[src/sv/bgfb_pkg.sv]
// Package for the bar graph framebuffer page pack block.
// Holds size defaults, operation codes, controller state and command types.
// No dependencies.
package bgfb_pkg;

    localparam int DEF_WIDTH  = 128;
    localparam int DEF_HEIGHT = 64;

    localparam int KIND_W = 3;

    localparam logic [KIND_W-1:0] KIND_POINT  = 3'd0;
    localparam logic [KIND_W-1:0] KIND_BOTTOM = 3'd1;
    localparam logic [KIND_W-1:0] KIND_CENTER = 3'd2;
    localparam logic [KIND_W-1:0] KIND_CLEAR  = 3'd3;
    localparam logic [KIND_W-1:0] KIND_READ   = 3'd4;

    typedef enum logic {
        ST_IDLE,
        ST_EXEC
    } t_state;

    typedef enum logic [1:0] {
        SHAPE_POINT,
        SHAPE_BOTTOM,
        SHAPE_CENTER
    } t_shape;

    typedef struct packed {
        logic   load;
        logic   write;
        logic   clear;
        logic   emit;
        t_shape shape;
    } t_cmd;

endpackage

[src/sv/bgfb_ctrl.sv]
// Controller for the framebuffer block: accepts a word, then runs it in the execute state.
// Depends on bgfb_pkg for state, operation codes and the command struct.
module bgfb_ctrl (
    input  logic                       i_clk,
    input  logic                       i_rst_n,
    input  logic                       start,
    input  logic [bgfb_pkg::KIND_W-1:0] i_kind,
    output logic                       busy,
    output bgfb_pkg::t_cmd             o_cmd
);

    bgfb_pkg::t_state r_state, n_state;
    logic [bgfb_pkg::KIND_W-1:0] r_kind, n_kind;

    always_ff @(posedge i_clk) begin
        if (!i_rst_n) begin
            r_state <= bgfb_pkg::ST_IDLE;
            r_kind  <= bgfb_pkg::KIND_POINT;
        end else begin
            r_state <= n_state;
            r_kind  <= n_kind;
        end
    end

    always_comb begin
        n_state = r_state;
        n_kind  = r_kind;
        unique case (r_state)
            bgfb_pkg::ST_IDLE: begin
                if (start) begin
                    n_state = bgfb_pkg::ST_EXEC;
                    n_kind  = i_kind;
                end
            end
            bgfb_pkg::ST_EXEC: begin
                n_state = bgfb_pkg::ST_IDLE;
            end
            default: begin
                n_state = bgfb_pkg::ST_IDLE;
            end
        endcase
    end

    always_comb begin
        busy        = 1'b0;
        o_cmd.load  = 1'b0;
        o_cmd.write = 1'b0;
        o_cmd.clear = 1'b0;
        o_cmd.emit  = 1'b0;
        o_cmd.shape = bgfb_pkg::SHAPE_POINT;
        unique case (r_state)
            bgfb_pkg::ST_IDLE: begin
                o_cmd.load = start;
            end
            bgfb_pkg::ST_EXEC: begin
                busy = 1'b1;
                unique case (r_kind)
                    bgfb_pkg::KIND_POINT: begin
                        o_cmd.write = 1'b1;
                    end
                    bgfb_pkg::KIND_BOTTOM: begin
                        o_cmd.write = 1'b1;
                        o_cmd.shape = bgfb_pkg::SHAPE_BOTTOM;
                    end
                    bgfb_pkg::KIND_CENTER: begin
                        o_cmd.write = 1'b1;
                        o_cmd.shape = bgfb_pkg::SHAPE_CENTER;
                    end
                    bgfb_pkg::KIND_CLEAR: begin
                        o_cmd.clear = 1'b1;
                    end
                    bgfb_pkg::KIND_READ: begin
                        o_cmd.emit = 1'b1;
                    end
                    default: begin
                    end
                endcase
            end
            default: begin
            end
        endcase
    end

endmodule

[config.mk]
export PLATFORM = sky130hd
export DESIGN_NAME = bgfb_ctrl
export DESIGN_NICKNAME = d
export VERILOG_FILES = /design/src/sv/bgfb_pkg.sv /design/src/sv/bgfb_ctrl.sv
export SDC_FILE = /design/constraint.sdc
export NUM_CORES = 1
export LEC_CHECK = 0
export BUFFER_PORTS_ARGS = -buffer_cell sky130_fd_sc_hd__buf_2
export CAP_MARGIN = 20
export CORE_AREA = 5 5 42 44
export DETAILED_ROUTE_END_ITERATION = 12
export DIE_AREA = 0 0 47 49
export HOLD_SLACK_MARGIN = 0.08
export PLACE_DENSITY = 0.36
export SLEW_MARGIN = 0
export SYNTH_ARGS = -nofsm -noshare
export SYNTH_HDL_FRONTEND = slang
export SYNTH_SLANG_ARGS = --single-unit
[constraint.sdc]
create_clock -name i_clk -period 0.9 [get_ports i_clk]
set_input_delay 0.18 -clock i_clk [delete_from_list [all_inputs] [get_ports i_clk]]
set_output_delay 0.18 -clock i_clk [all_outputs]
set_load 0.01 [all_outputs]
# Word level (Yosys, flattened, before mapping)
# Index checks and enable logic that the tools add are counted.
[word_totals]
reg_bits = 4
in_bits = 6
out_inout_bits = 7
wordCells = 19
[op_classes]
n_eq_ne = 4
muxes = 9
bitwise_logic = 1
n_reduce_logical = 3
[op_table]
columns = ["operator", "n"]
rows = [
  ["$eq 3x2->1 const B", 2],
  ["$mux 1", 6],
  ["$mux 5", 1],
  ["$pmux 2 s2", 1],
  ["$eq 3x1->1 const B", 1],
  ["$eq 3x3->1 const B", 1],
  ["$logic_not 3->1", 1],
  ["$reduce_or 3->1", 1],
  ["$pmux 1 s2", 1],
  ["$reduce_and 2->1", 1],
  ["$not 1->1", 1],
]

# Depth between registers and ports, before layout
# Gate-level depths: netlist of the first run.
[depth]
ltp_word = 4
depth_mapped = 3
mapped_depth_nobuf = 2

# Worst setup path before layout of the first run
# No wires, ideal clock.
[synth_timing]
path_type = "register -> output"
start = "register r_state"
end = "output port o_cmd[2] (netlist name)"
arrival_ns = 0.859
t_required_ns = 0.720
path_slack_ns = -0.139
path_stages_with_launch = 2
path_buffers = 0
path_cell_list = "dfxtp_1 -> nor4bb_1"
[synth_rtl]
columns = ["element", "line", "source"]
rows = [
  ["start: declaration", "bgfb_ctrl.sv:12", "bgfb_pkg::t_state r_state, n_state;"],
  ["start signal: assignment", "bgfb_ctrl.sv:17", "r_state <= bgfb_pkg::ST_IDLE;"],
  ["start signal: assignment", "bgfb_ctrl.sv:20", "r_state <= n_state;"],
  ["end: declaration", "bgfb_ctrl.sv:9", "output bgfb_pkg::t_cmd o_cmd"],
]

==> impl_metrics.tcl, run 1 <==
set metrics [dict create \
    outcome "complete, but fails checks" \
    violations "setup timing" \
    cts.sinks 4 \
    drt-initial-drc-count 1 \
    drv_cap 0 \
    die_h_um 49 \
    crit_end "o_cmd[2]" \
    synth_nets 30 \
    multiInputGateArea_um2 151 \
    setup_viol 10 \
    fin_cells 56 \
    dpl_cell_area_um2 310 \
    via_per_inst 3.80 \
    slew_viol_final 0 \
    synthToLayoutAreaGrowth_pct 95.0 \
    synth_area_um2 201 \
    detail-route-antenna-nets 0 \
    netlist_top_cells_area "dfxtp_1, mux2i_1, nand2_1" \
    clk_pin_slew_ps 40 \
    crit-reg2reg-launch "r_state$_SDFF_PN0_" \
    synth_seq_cells 4 \
    required_ps 720 \
    fp-row-count 14 \
    worst-path-max-fanout 6 \
    ys_seq_area_share_pct 39.8 \
    overflow 0 \
    leakage_nw 0.177 \
    cts_root_buffer "clkbuf_4" \
    ys_warn_count 0 \
    fin_crit_sh_pct 133 \
    synth_top_area_share_pct 39.8 \
    regToRegEndpoint "r_kind[0]$_SDFFE_PN0P_" \
    path_class "reg -> out" \
    initial_core_util_pct 14.4 \
    htreeDepth 1 \
    vias 213 \
    postLayoutCoreUtil_pct 28.0 \
    final_cell_area_um2 393 \
    grt_pass1_vias 230 \
    antenna_found_initial 0 \
    ioPinCount 13 \
    dieArea_um2 2300 \
    fillers 164 \
    cp-startpoint "r_kind[1]$_SDFFE_PN0P_" \
    cts_tree "done" \
    cts_buffers 3 \
    r2r_slack_ps -140 \
    worst_pin_slew_ps 176 \
    vdd_ir_drop_max_v 0.000463 \
    end_kind "output pin" \
    die_x_um 47 \
    hp-class "in -> reg" \
    max_freq_ghz 0.833 \
    arrival_ps 1020 \
    synth_cells 24 \
    whs_ps 184 \
    grt_pass1_wl_um 931 \
    ff2ff_path_depth 5 \
    syn_area_per_cell_um2 8.39 \
    grt_max_degree 8 \
    grt.total_usage_pct 5.91 \
    drive_above_1_share_pct 70.0 \
    synth_top_cell_by_area "dfxtp_1" \
    regArea_um2 92.6 \
    p_per_area_nw_per_um2 1360 \
    max_slew_margin_pct 88.3 \
    insertedDiodeCount 0 \
    synthDistinctLibCells 12 \
    dp.cells 51 \
    ctsLongestPathBuffers 2 \
    wl_per_cell_um 10.3 \
    fin_nets 48 \
    insertion_delay_ps 230 \
    power_mw 0.536 \
    finalHoldViolCount 0 \
    rsz0062_at_grt "true" \
    first_pass_iters 2 \
    totalWireLength_um 576 \
    period_minus_slack_ps 1200 \
    skew_ps 1.73 \
    fp.coreArea_um2 1400 \
    drcViolationCount 0 \
    setup_slack_ps -301 \
    worstSetupStartpointType "flip-flop" \
    gp_congestion 0.684 \
    portBuffers 12 \
]
## cells by family (layout without fill, tap and decap cells)
| group | after synthesis | after routing | share of synthesized area (%) |
|---|---|---|---|
| and+or+nand+nor | 14 | 14 | 36.7 |
| muxes | 3 | 3 | 14.9 |
| DFF | 4 | 4 | 39.8 |
| buffers and inverters | 2 | 18 | 6.21 |
| AOI/OAI and AO/OA | 1 | 1 | 2.48 |
## state kept, by name, summed over array words and instances (netlist names)
register,count
r_state,1
r_kind,3
## timing repair
action | CTS | global route
pin swaps | 2 | 2
hold buffers | 0 | 0
setup endpoints to repair | 7 | 11
resized for setup | 8 | 6
buffers inserted | 1 | 1
## power breakdown
part           internal (mW)  total [mW]  switching, mW
clock network          0.149       0.226         0.0765
logic                 0.0647       0.103         0.0381
registers              0.188       0.207         0.0191
total                  0.402       0.536          0.134
## per-layer routing
metal | global-route usage [%] | wire (µm) | part of all wire, %
met1 | 7.46 | 249 | 43
met2 | 7.24 | 264 | 46
met5 | 0 | 0 | 0
met4 | 5.53 | 0 | 0
met3 | 2.21 | 62 | 11
## worst min-delay path by stage
stage | from | end | cells past startpoint
floorplan | i_rst_n | r_state$_SDFF_PN0_ | 1
global placement | i_kind[0] | r_kind[0]$_SDFFE_PN0P_ | 3
detailed placement | i_kind[0] | r_kind[0]$_SDFFE_PN0P_ | 3
CTS | i_kind[0] | r_kind[0]$_SDFFE_PN0P_ | 3
global route | i_kind[2] | r_kind[2]$_SDFFE_PN0P_ | 3
finish | i_kind[1] | r_kind[1]$_SDFFE_PN0P_ | 3
## worst max-delay path, stage by stage, from the launching register on
cell	delay, ps
dfxtp_4	360
nor4bb_4	260
buf_2	170
## layout make-up
type                    instances  share of cell area, %
repair buffers                 15                   27.1
clock buffers                   3                   5.73
well taps                      16                   5.10
multi-input cells              18                   38.5
flip-flops and latches          4                   23.6
## layout by cell type, fill, tap and decap left out
master,n
nand2b_4,1
dfxtp_4,3
nand2_1,7
buf_2,10
nor4bb_4,1
a21oi_1,1
clkbuf_4,3
dfxtp_2,1
buf_6,5
mux2i_1,3
nor2b_4,1
nor3b_2,2
nor2_2,1
and2_1,1
## metrics by stage
| stage | TNS, ps | worst slack, ps |
|---|---|---|
| 6_report | -2030 | -301 |
| 5_1_grt | -2630 | -355 |
| 4_1_cts | -1650 | -310 |
| 3_5_place_dp | -337 | -95.4 |
| 3_3_place_gp | -222 | -87.0 |
| 2_1_floorplan | 0 | 1.28 |
## cell usage after synthesis
master,count
nor3b_1,2
mux2i_1,3
a21oi_1,1
nand2_1,7
buf_2,1
nor2_1,1
and2_1,1
buf_4,1
nor4bb_1,1
nand2b_1,1
nor2b_1,1
dfxtp_1,4
No activity file was read; power rests on OpenSTA's default activity.
==> run 2, diff against run 1 <==
==> constraint.sdc (replaced) <==
create_clock -name i_clk -period 1.23 [get_ports i_clk]
set_input_delay 0.246 -clock i_clk [delete_from_list [all_inputs] [get_ports i_clk]]
set_output_delay 0.246 -clock i_clk [all_outputs]
set_load 0.01 [all_outputs]
==> impl_metrics.tcl, run 2 (synthesis gave the netlist of run 1 again) <==
set metrics [dict create \
    cp_num_buf_inv 2 \
    worst_pin_slew_ps 177 \
    drt-initial-drc-count 4 \
    insertedDiodeCount 0 \
    reg_top3 "r_kind (3), r_state (1)" \
    clk_pin_slew_ps 40 \
    dieArea_um2 2300 \
    slew_viol_final 0 \
    max_freq_ghz 0.782 \
    drv_cap 0 \
    end_kind "output pin" \
    p_per_area_nw_per_um2 1040 \
    final_common_cell "buf_2" \
    grt.total_usage_pct 5.99 \
    skew_ps 2.82 \
    die_h_um 49 \
    rsz0062_at_grt "true" \
    cts_buffers 3 \
    vias 229 \
    finalHoldViolCount 0 \
    path_depth 3 \
    largest_reg_flops 3 \
    power_mw 0.385 \
    crit-reg2reg-launch "r_state$_SDFF_PN0_" \
    ff2ff_path_depth 3 \
    hold_end "r_kind[2]$_SDFFE_PN0P_" \
    fin_nets 49 \
    violations "setup timing" \
    regToRegEndpoint "r_kind[1]$_SDFFE_PN0P_" \
    swShare_pct 24.6 \
    fin_crit_sh_pct 104 \
    ctsLongestPathBuffers 2 \
    wl_per_cell_um 10.6 \
    gp_congestion 0.710 \
    final_cell_area_um2 372 \
    crit_family "flip-flops" \
    insertion_delay_ps 230 \
    arrival_ps 1030 \
    required_ps 980 \
    combPwrFrac_pct 17.9 \
    fp-row-count 14 \
    p_int_mw 0.290 \
    portBuffers 12 \
    leakage_nw 0.175 \
    crit_chain "buf_4 > nor3b_2 > buf_2" \
    detail-route-antenna-nets 0 \
    power_switching_mw 0.0945 \
    slowest_stage "dfxtp_4" \
    final_cell_mix "buf_2, nand2_1, buf_4" \
    via_per_inst 4.02 \
    regMostFlops "r_kind" \
    totalWireLength_um 602 \
    r2r_slack_ps 360 \
    ctsHoldBuffers 0 \
    drive_above_1_share_pct 70.7 \
    worstSetupStartpointType "flip-flop" \
    fp.coreArea_um2 1400 \
    slowest_delay_ps 350 \
    cts_root_buffer "clkbuf_4" \
    die_x_um 47 \
    initial_core_util_pct 14.4 \
    antenna_found_initial 0 \
    setup_slack_ps -48.0 \
    path_class "reg -> out" \
    cts_tree "done" \
    cts.sinks 4 \
    drcViolationCount 0 \
    overflow 0 \
    ioPinCount 13 \
    min_from "i_kind[2]" \
    period_minus_slack_ps 1280 \
    grt_pass1_wl_um 897 \
    outcome "complete, but fails checks" \
    first_pass_iters 4 \
    max_slew_margin_pct 88.2 \
    pwr-share-seq_pct 39.7 \
    synthToLayoutAreaGrowth_pct 84.5 \
    clkPwrFrac_pct 42.5 \
    hp-class "in -> reg" \
    dpl_cell_area_um2 269 \
    setup_viol 3 \
    htreeDepth 1 \
    worst-path-max-fanout 4 \
    grt_max_degree 8 \
    whs_path_depth 3 \
    vdd_ir_drop_max_v 0.000500 \
    grt_pass1_vias 222 \
]
-- run 2: cell types whose count changed in the layout (fill, tap and decap cells not counted) --
cell,before,now
buf_2,10,12
buf_4,0,4
buf_6,5,0
dfxtp_2,1,3
dfxtp_4,3,1
-- run 2: power by group through the flow --
stage | logic, mW | registers [mW] | clock network [mW]
finish | 0.0688 | 0.153 | 0.164
global route | 0.0743 | 0.154 | 0.194
CTS | 0.0601 | 0.150 | 0.171
detailed placement | 0.0462 | 0.150 | 0
global placement | 0.0447 | 0.149 | 0
floorplan | 0.0295 | 0.149 | 0
-- run 2: tightest hold or removal path: stages --
cell and delay [ps]:
buf_2 90, nand2_1 40, mux2i_1 50
-- run 2: layout make-up --
type	instances	area (µm²)
clock buffers	3	22.5
fillers	172	1030
multi-input cells	18	151
flip-flops and latches	4	87.6
well taps	16	20.0
repair buffers	16	90.1
-- run 2: worst max path at each step --
stage | startpoint | endpoint | slack (ps)
CTS | r_kind[0]$_SDFFE_PN0P_ | o_cmd[2] | -50
global route | r_kind[2]$_SDFFE_PN0P_ | o_cmd[2] | -110
finish | r_kind[0]$_SDFFE_PN0P_ | o_cmd[1] | -50
floorplan | r_state$_SDFF_PN0_ | o_cmd[2] | 130
global placement | start | o_cmd[5] | 70
detailed placement | start | o_cmd[5] | 60
-- run 2: what timing repair did --
item / CTS / global route
endpoints found under the setup margin: 6 / 6
gates resized for setup: 10 / 3
setup buffers: 2 / 2
gates cloned: 0 / 0
pin swaps: 1 / 1
hold endpoints to repair: 0 / 0
-- run 2: stage by stage --
step | setup slack [ps] | hold slack, ps | instances | setup TNS, ps | util, %
after floorplan | 125 | 368 | 24 | 0 | -
after global placement | 73.7 | 457 | 50 | 0 | 19.2
after detailed placement | 58.6 | 465 | 50 | 0 | 19.2
after CTS | -48.1 | 247 | 55 | -114 | 24.3
after global routing | -106 | 252 | 57 | -414 | 26.5
final | -48.0 | 249 | 57 | -78.8 | 26.5
-- run 2: metal layers --
layer  global-route usage, %  vias up  wire (µm)
met1                    6.18       99        266
met3                    6.64        0         70
met2                    8.14       14        265
met4                    1.38        0          0
met5                       0        -          0
li1                        -      116          -
==> run 3, diff against run 2 <==
--- a/config.mk
+++ b/config.mk
@@ -8,6 +8,7 @@
 export BUFFER_PORTS_ARGS = -buffer_cell sky130_fd_sc_hd__buf_2
 export CAP_MARGIN = 20
 export CORE_AREA = 5 5 42 44
+export CTS_BUF_LIST = sky130_fd_sc_hd__clkbuf_16
 export DETAILED_ROUTE_END_ITERATION = 12
 export DIE_AREA = 0 0 47 49
 export HOLD_SLACK_MARGIN = 0.08
==> impl_metrics.tcl, run 3 (synthesis gave the netlist of run 1 again) <==
set metrics [dict create \
    portBuffers 12 \
    max_slew_margin_pct 88.3 \
    die_h_um 49 \
    worstSetupStartpointType "flip-flop" \
    violations "setup timing" \
    end_kind "output pin" \
    period_minus_slack_ps 1250 \
    initial_core_util_pct 14.4 \
    overflow 0 \
    fp.coreArea_um2 1400 \
    fp-row-count 14 \
    crit_family "flip-flops" \
    grt_max_degree 8 \
    cts_tree "done" \
    reg_top3 "r_kind (3), r_state (1)" \
    detail-route-antenna-nets 0 \
    slew_viol_final 0 \
    path_class "reg -> out" \
    fin_cells 55 \
    required_ps 980 \
    insertedDiodeCount 0 \
    regMostFlops "r_kind" \
    cts_root_buffer "clkbuf_16" \
    ioPinCount 13 \
    slowest_stage "dfxtp_4" \
    fin_crit_sh_pct 102 \
    gr-usage-met3_pct 6.64 \
    fin_nets 47 \
    fillers 163 \
    insertion_delay_ps 220 \
    max_freq_ghz 0.801 \
    ctsLongestPathBuffers 2 \
    slowest_delay_ps 350 \
    hp-class "in -> reg" \
    busiest_layer "met2" \
    whs_ps 261 \
    skew_ps 2.51 \
    synthToLayoutAreaGrowth_pct 103 \
    largest_reg_flops 3 \
    power_mw 0.720 \
    ctsHoldBuffers 0 \
    grt.total_usage_pct 6.20 \
    grt_use_met1_pct 6.15 \
    drt-initial-drc-count 3 \
    cts_buffers 3 \
    final_cell_mix "buf_2, nand2_1, mux2i_1, clkbuf_16, dfxtp_2" \
    cts.sinks 4 \
    grt_pass1_vias 221 \
    clk_pin_slew_ps 30 \
    crit_chain "buf_4 > nor3b_2 > buf_2" \
    cp_num_buf_inv 2 \
    final_common_cell "buf_2" \
    via_per_inst 3.87 \
    p_per_area_nw_per_um2 1760 \
    vdd_ir_drop_max_v 0.00138 \
    dieArea_um2 2300 \
    antenna_found_initial 0 \
    arrival_ps 1000 \
    leakage_nw 0.189 \
    grt_pass1_wl_um 910 \
    regArea_um2 87.6 \
    worst_pin_slew_ps 175 \
    multiInputGateArea_um2 151 \
    wl_per_cell_um 10.6 \
    first_pass_iters 2 \
    setup_slack_ps -18.8 \
    dp.cells 50 \
    totalWireLength_um 584 \
    drcViolationCount 0 \
    worst-path-max-fanout 4 \
    die_x_um 47 \
    grt.met2_usage_pct 8.14 \
    htreeDepth 1 \
    drv_cap 0 \
    rsz0062_at_grt "true" \
    outcome "complete, but fails checks" \
    setup_viol 2 \
    vias 213 \
    finalHoldViolCount 0 \
    gp_congestion 0.710 \
    drive_above_1_share_pct 69.2 \
]
## run 3: changes by cell type in the layout (fill, tap and decap cells not counted)
cell,previous run,this run
clkbuf_16,0,3
clkbuf_4,3,0
buf_4,4,2
## run 3: metal layers
| metal | part of all wire [%] | wire (µm) |
|---|---|---|
| met1 | 42 | 246 |
| met2 | 44 | 256 |
| met3 | 14 | 82 |
| met4 | 0 | 0 |
| met5 | 0 | 0 |
## run 3: area by class of cell
class	instances	share of cell area, %
clock buffers	3	18.3
multi-input cells	18	37.0
flip-flops and latches	4	21.4
well taps	16	4.89
repair buffers	14	18.3
## run 3: worst reg2reg max path: stages (launching register included)
cell	delay, ps
dfxtp_2	340
nor2b_4	180
mux2i_1	200
## run 3: per-stage QoR
stage / cell area [µm²] / TNS [ps] / utilization, % / setup WS (ps)
final: 409 / -23.5 / 29.2 / -18.8
after global routing: 409 / -248 / 29.2 / -76.3
after CTS: 393 / -73.5 / 28.0 / -36.7
after detailed placement: 269 / 0 / 19.2 / 58.6
after global placement: 269 / 0 / 19.2 / 73.7
after floorplan: 201 / 0 / - / 125
## run 3: final timing paths
path | startpoint | endpoint | slack [ps] | cells after the start
setup / recovery | r_kind[0]$_SDFFE_PN0P_ | o_cmd[1] | -20 | 3
hold reg to reg | r_kind[2]$_SDFFE_PN0P_ | r_kind[2]$_SDFFE_PN0P_ | 460 | 2
setup reg to reg | r_state$_SDFF_PN0_ | r_kind[1]$_SDFFE_PN0P_ | 420 | 2
hold / removal | i_kind[2] | r_kind[2]$_SDFFE_PN0P_ | 260 | 3
## run 3: repair_timing
| item | 4_1_cts | 5_1_grt |
|---|---|---|
| buffers inserted | 2 | 0 |
| gates resized for setup | 10 | 3 |
| pin swaps | 1 | 1 |
| setup endpoints to repair | 6 | 4 |
## run 3: power breakdown
group | internal [mW] | switching [mW]
clock | 0.415 | 0.0894
combinational | 0.0363 | 0.0259
sequential | 0.140 | 0.0128
total | 0.591 | 0.128
